$ cat src/rtl/wmm_pkg.sv
// Shared types and constants for the windowed min/max/mean block.
package wmm_pkg;

  localparam int SAMPLE_W = 32;
  localparam int FILL_W   = 7;
  localparam int SUM_W    = SAMPLE_W + FILL_W;
  localparam int ADDR_W   = 3;
  localparam int DATA_W   = 32;

  localparam logic       REG_WINDOW_LEN   = 1'b0;
  localparam logic [FILL_W-1:0] WINDOW_LEN_RST = 7'd64;

  typedef enum logic [2:0] {
    ST_IDLE,
    ST_META,
    ST_WALK,
    ST_DIV,
    ST_DONE
  } wmm_state_t;

  typedef struct packed {
    logic in_ready;
    logic meta_we;
    logic hist_we;
    logic rd_issue;
    logic div_start;
    logic out_load;
  } wmm_ctrl_t;

endpackage

$ cat src/rtl/wmm_div.sv
// Bit-serial signed-by-unsigned divider, truncating toward zero.
module wmm_div (
  input  logic                         clk,
  input  logic                         rst_n,
  input  logic                         start,
  input  logic signed [wmm_pkg::SUM_W-1:0]    dividend,
  input  logic [wmm_pkg::FILL_W-1:0]          divisor,
  output logic                         done,
  output logic [wmm_pkg::SAMPLE_W-1:0] quotient
);

  import wmm_pkg::*;

  localparam int CNT_W = $clog2(SUM_W + 1);

  logic [SUM_W-1:0]  mag_r, mag_nxt;
  logic [FILL_W-1:0] rem_r, rem_nxt;
  logic [FILL_W-1:0] dvs_r;
  logic              neg_r;
  logic [CNT_W-1:0]  cnt_r, cnt_nxt;
  logic              busy_r, busy_nxt;
  logic              done_r, done_nxt;
  logic [FILL_W:0]   rem_sh;
  logic [FILL_W+1:0] diff;
  logic [SUM_W-1:0]  q_signed;

  always_comb begin
    rem_sh   = {rem_r, mag_r[SUM_W-1]};
    diff     = {1'b0, rem_sh} - {2'b00, dvs_r};
    mag_nxt  = mag_r;
    rem_nxt  = rem_r;
    cnt_nxt  = cnt_r;
    busy_nxt = busy_r;
    done_nxt = 1'b0;
    if (start) begin
      mag_nxt  = dividend[SUM_W-1] ? SUM_W'(-dividend) : dividend;
      rem_nxt  = '0;
      cnt_nxt  = '0;
      busy_nxt = 1'b1;
    end else if (busy_r) begin
      if (!diff[FILL_W+1]) begin
        rem_nxt = diff[FILL_W-1:0];
        mag_nxt = {mag_r[SUM_W-2:0], 1'b1};
      end else begin
        rem_nxt = rem_sh[FILL_W-1:0];
        mag_nxt = {mag_r[SUM_W-2:0], 1'b0};
      end
      cnt_nxt = cnt_r + 1'b1;
      if (cnt_r == CNT_W'(SUM_W - 1)) begin
        busy_nxt = 1'b0;
        done_nxt = 1'b1;
      end
    end
  end

  always_ff @(posedge clk) begin
    if (!rst_n) begin
      busy_r <= 1'b0;
      done_r <= 1'b0;
      cnt_r  <= '0;
    end else begin
      busy_r <= busy_nxt;
      done_r <= done_nxt;
      cnt_r  <= cnt_nxt;
    end
  end

  always_ff @(posedge clk) begin
    mag_r <= mag_nxt;
    rem_r <= rem_nxt;
    if (start) begin
      dvs_r <= divisor;
      neg_r <= dividend[SUM_W-1];
    end
  end

  assign q_signed = neg_r ? SUM_W'(-mag_r) : mag_r;
  assign quotient = q_signed[SAMPLE_W-1:0];
  assign done     = done_r;

endmodule

$ cat config.mk
export PLATFORM = sky130hd
export DESIGN_NAME = wmm_div
export DESIGN_NICKNAME = d
export VERILOG_FILES = /design/src/rtl/wmm_pkg.sv /design/src/rtl/wmm_div.sv
export SDC_FILE = /design/constraint.sdc
export NUM_CORES = 1
export LEC_CHECK = 0
export ABC_AREA = 1
export BUFFER_PORTS_ARGS = -buffer_cell sky130_fd_sc_hd__buf_2
export CAP_MARGIN = 10
export CORE_MARGIN = 2
export CORE_UTILIZATION = 43
export CTS_CLUSTER_DIAMETER = 60
export CTS_CLUSTER_SIZE = 24
export DETAILED_ROUTE_END_ITERATION = 7
export GPL_ROUTABILITY_DRIVEN = 0
export GPL_TIMING_DRIVEN = 0
export PLACE_DENSITY = 0.64
export SYNTH_ARGS = -nofsm -noshare
export SYNTH_HDL_FRONTEND = slang
export SYNTH_SLANG_ARGS = --single-unit
$ cat constraint.sdc
create_clock -name clk -period 2.35 [get_ports clk]
set_input_delay 0.5875 -clock clk [delete_from_list [all_inputs] [get_ports clk]]
set_output_delay 0.5875 -clock clk [all_outputs]
set_load 0.01 [all_outputs]
==> results.md <==
- Min Tclk post-route: 2550 ps
- Worst setup path start: mag_r[5]
- EDFF count, synth: 47
- Avg Cell Area, Syn: 6.89 sq um
- Failing checks: negative setup slack
- Global-route wire length before repair: 23800 microns
- Leakage: 2.87 nW
- Combined area of the multi-input logic cells: 3000 sq um
- Die height: 112 microns
- Highest clock rate: 392 MHz
- Core Area: 11400 sq um
- HP Class: input port to register
- Share of layout cells above drive strength 1: 22.7%
- Commonest non-fill, non-tap cell in the layout: nand2_1
- I/O Pins: 82
- Die area: 12400 sq um
- DR vias/cell: 5.36
- Req. time, crit path: 1760 ps
- Startpoint Class: register
- Slew HR: 37.7%
- Initial antenna violation count: 0
- Die Wd: 112 microns
- Row cnt: 39
- Antenna viol nets, final: 0
- Hold Vio Cnt, Final: 0
- Clock sink count: 62
- Sequential area share after synthesis: 34.4%
- Setup TNS Final: -3180 ps
- Cells along the critical path: nor2_1 -> nand3_1 -> nor2_2 -> nand2_2 -> o21ai_4 -> nand3_1 -> nand2_1 -> nand2_1 -> buf_2
- Clk_skew: 5.98 ps
- Syn. warnings: 0
- Reg-to-reg endpoint: rem_r[5]
- Wire length per cell: 15.1 microns
- IO buf count: 81
- Sequential cell area: 1710 sq um
- Slew of the pin with the lowest slew margin: 933 ps
- Starting Density: 43.8%
- Crit-path max cell delay: 470 ps
- # hold bufs at CTS: 0
- Syn Inst Count: 722
- CP Max Fanout: 5
- Worst-skew pair later-pin latency: 330 ps
- Cell area power density: 619 nW/um^2
- Flops & latches, synth: 62
- # DRC: 0
- Synth Net Count: 783
- FF-to-FF setup slack: 290 ps
- Final HPWL DP: 11400 microns
- Main synth FF type: edfxtp_1
- Final setup fails: 24
- Vias in the first global route: 4929
- Drt initial violations: 393
- Clk pin slew, worst setup/hold paths: 60 ps
- Status: complete, but fails checks
- Pre-Repair DR Iteration Count: 5
- Mapped Area: 4980 sq um
- Fin crit share: 109%
- CP endpoint kind: output port
- RSZ-0062 raised after global routing: true
- Reg-to-Reg Start: mag_r[38]
- Arr. time, crit path: 1970 ps
- Via Count: 5293
- Layout area overhead: 26.0%
- Tot GR Track Use: 23.7%
- Layout fillers: 1081
- Critical-path top delay cell: edfxtp_1
- Worst VDD drop: 341 uV
- CP endpoint: quotient[29]
- Async S/R FF share, synth: 0%
- Max Root-Sink Buffers: 2
- Gr ovfl total: 0
- Final net count: 901
- Cts bufs inserted: 9
- Slew Viols, Final: 0
- Total Wirelength: 14900 microns
- CP Class: register to output port
- Cells on worst reg2reg path: 9
- Synth unique cells: 43
- CTS tree: yes
- Pin count of the biggest net entering global routing: 46
- PnR worst setup slack: -203 ps
- Most frequent cells in the layout: nand2_1, buf_2, nor2_1, nand3_1, inv_1
- Pre-CTS setup slack: -54.6 ps
- Root Driver: clkbuf_16
- CTS HTree Levels: 3
- ANT cells: 0
- Max_cap viols: 0
-- worst min path at each step --
stage                     depth (start not counted)       end  slack [ps]       start
after global routing                              1  dvs_r[3]         420  divisor[3]
after global placement                            2  rem_r[6]         460    rem_r[6]
after floorplan                                   2  rem_r[6]         440    rem_r[6]
final                                             1  dvs_r[4]         420  divisor[4]
after detailed placement                          2  rem_r[6]         470    rem_r[6]
after CTS                                         1  dvs_r[4]         420  divisor[4]
-- synth_stat cells, types with 2 or more instances --
library cell,number,area [sq um]
o21ai_0,46,230
nor2_1,83,312
o22ai_1,2,12.5
nand3b_1,5,37.5
nand3_1,81,405
a21oi_1,11,55.1
o21ai_1,3,15.0
inv_2,2,7.51
nand2_2,7,43.8
buf_2,7,35.0
nand2_1,207,777
nor2_4,2,22.5
nor3b_1,4,30.0
xor2_1,26,228
nand4_1,20,125
edfxtp_1,47,1410
nor3_1,12,60.1
o21ai_4,2,32.5
ha_1,11,138
nand3_4,2,35.0
o21ai_2,2,17.5
nor2b_1,2,12.5
dfxtp_1,15,300
clkbuf_1,4,15.0
xnor2_1,11,96.3
inv_1,80,300
nor2_2,5,31.3
nand3_2,2,20.0
o211ai_1,2,15.0
buf_4,6,45.0
-- sequential cells by signal, indices dropped and copies added, names as in the netlist --
register / cells
busy_r: 1
cnt_r: 6
done: 1
dvs_r: 7
mag_r: 39
neg_r: 1
rem_r: 7
-- cell type report --
type | count | area share [%]
multi-input combinational | 559 | 47.8
inverter | 83 | 4.97
sequential | 62 | 27.3
tap | 143 | 2.85
clock buffer | 13 | 5.19
timing repair buffer | 107 | 9.87
buffer | 18 | 1.70
clock inverter | 3 | 0.379
-- worst max-delay path, delay by kind of cell, from the launching register on --
kind | cells | cell delay (ps)
AOI/OAI and AO/OA | 1 | 230
buffers and inverters | 1 | 130
DFF | 1 | 470
and+or+nand+nor | 7 | 800
-- power breakdown --
part           internal [mW]  total [mW]  leakage (nW)  switching, mW
Clock                  0.977        1.49         0.173          0.512
Combinational          0.386       0.995          2.09          0.608
Sequential              1.31        1.40         0.600         0.0914
-- metal layers --
metal	vias to the layer above	share of wire, %	track usage [%]
li1	2619	-	-
met1	2430	43	29.9
met2	199	48	40.5
met3	45	5.4	3.48
met4	0	3.6	10.3
met5	-	0	0
-- through the flow --
stage               power, mW  util, %  hold WS [ps]  instances  instance area (sq um)
floorplan                1.96        -           444        722                   4980
global placement         2.27     48.9           461        946                   5560
detailed placement       2.29     48.9           471        946                   5560
CTS                      3.87     54.2           417        982                   6170
global route             4.07     55.2           416        988                   6270
finish                   3.88     55.2           424        988                   6270
-- what timing repair did --
action | CTS | global route
setup endpoints to repair | 24 | 28
gates resized for setup | 30 | 14
setup buffers | 20 | 6
pin swaps | 14 | 7
hold endpoints to repair | 0 | 0
-- cell families after synthesis --
logic type	after synthesis	synth area share, %
buf+inv	101	8.40
simple gates	436	39.0
xor+xnor	37	6.51
flops	62	34.4
compound gates	74	8.50
fa+ha+maj	12	3.17
Power figures use the tool's default switching activity.
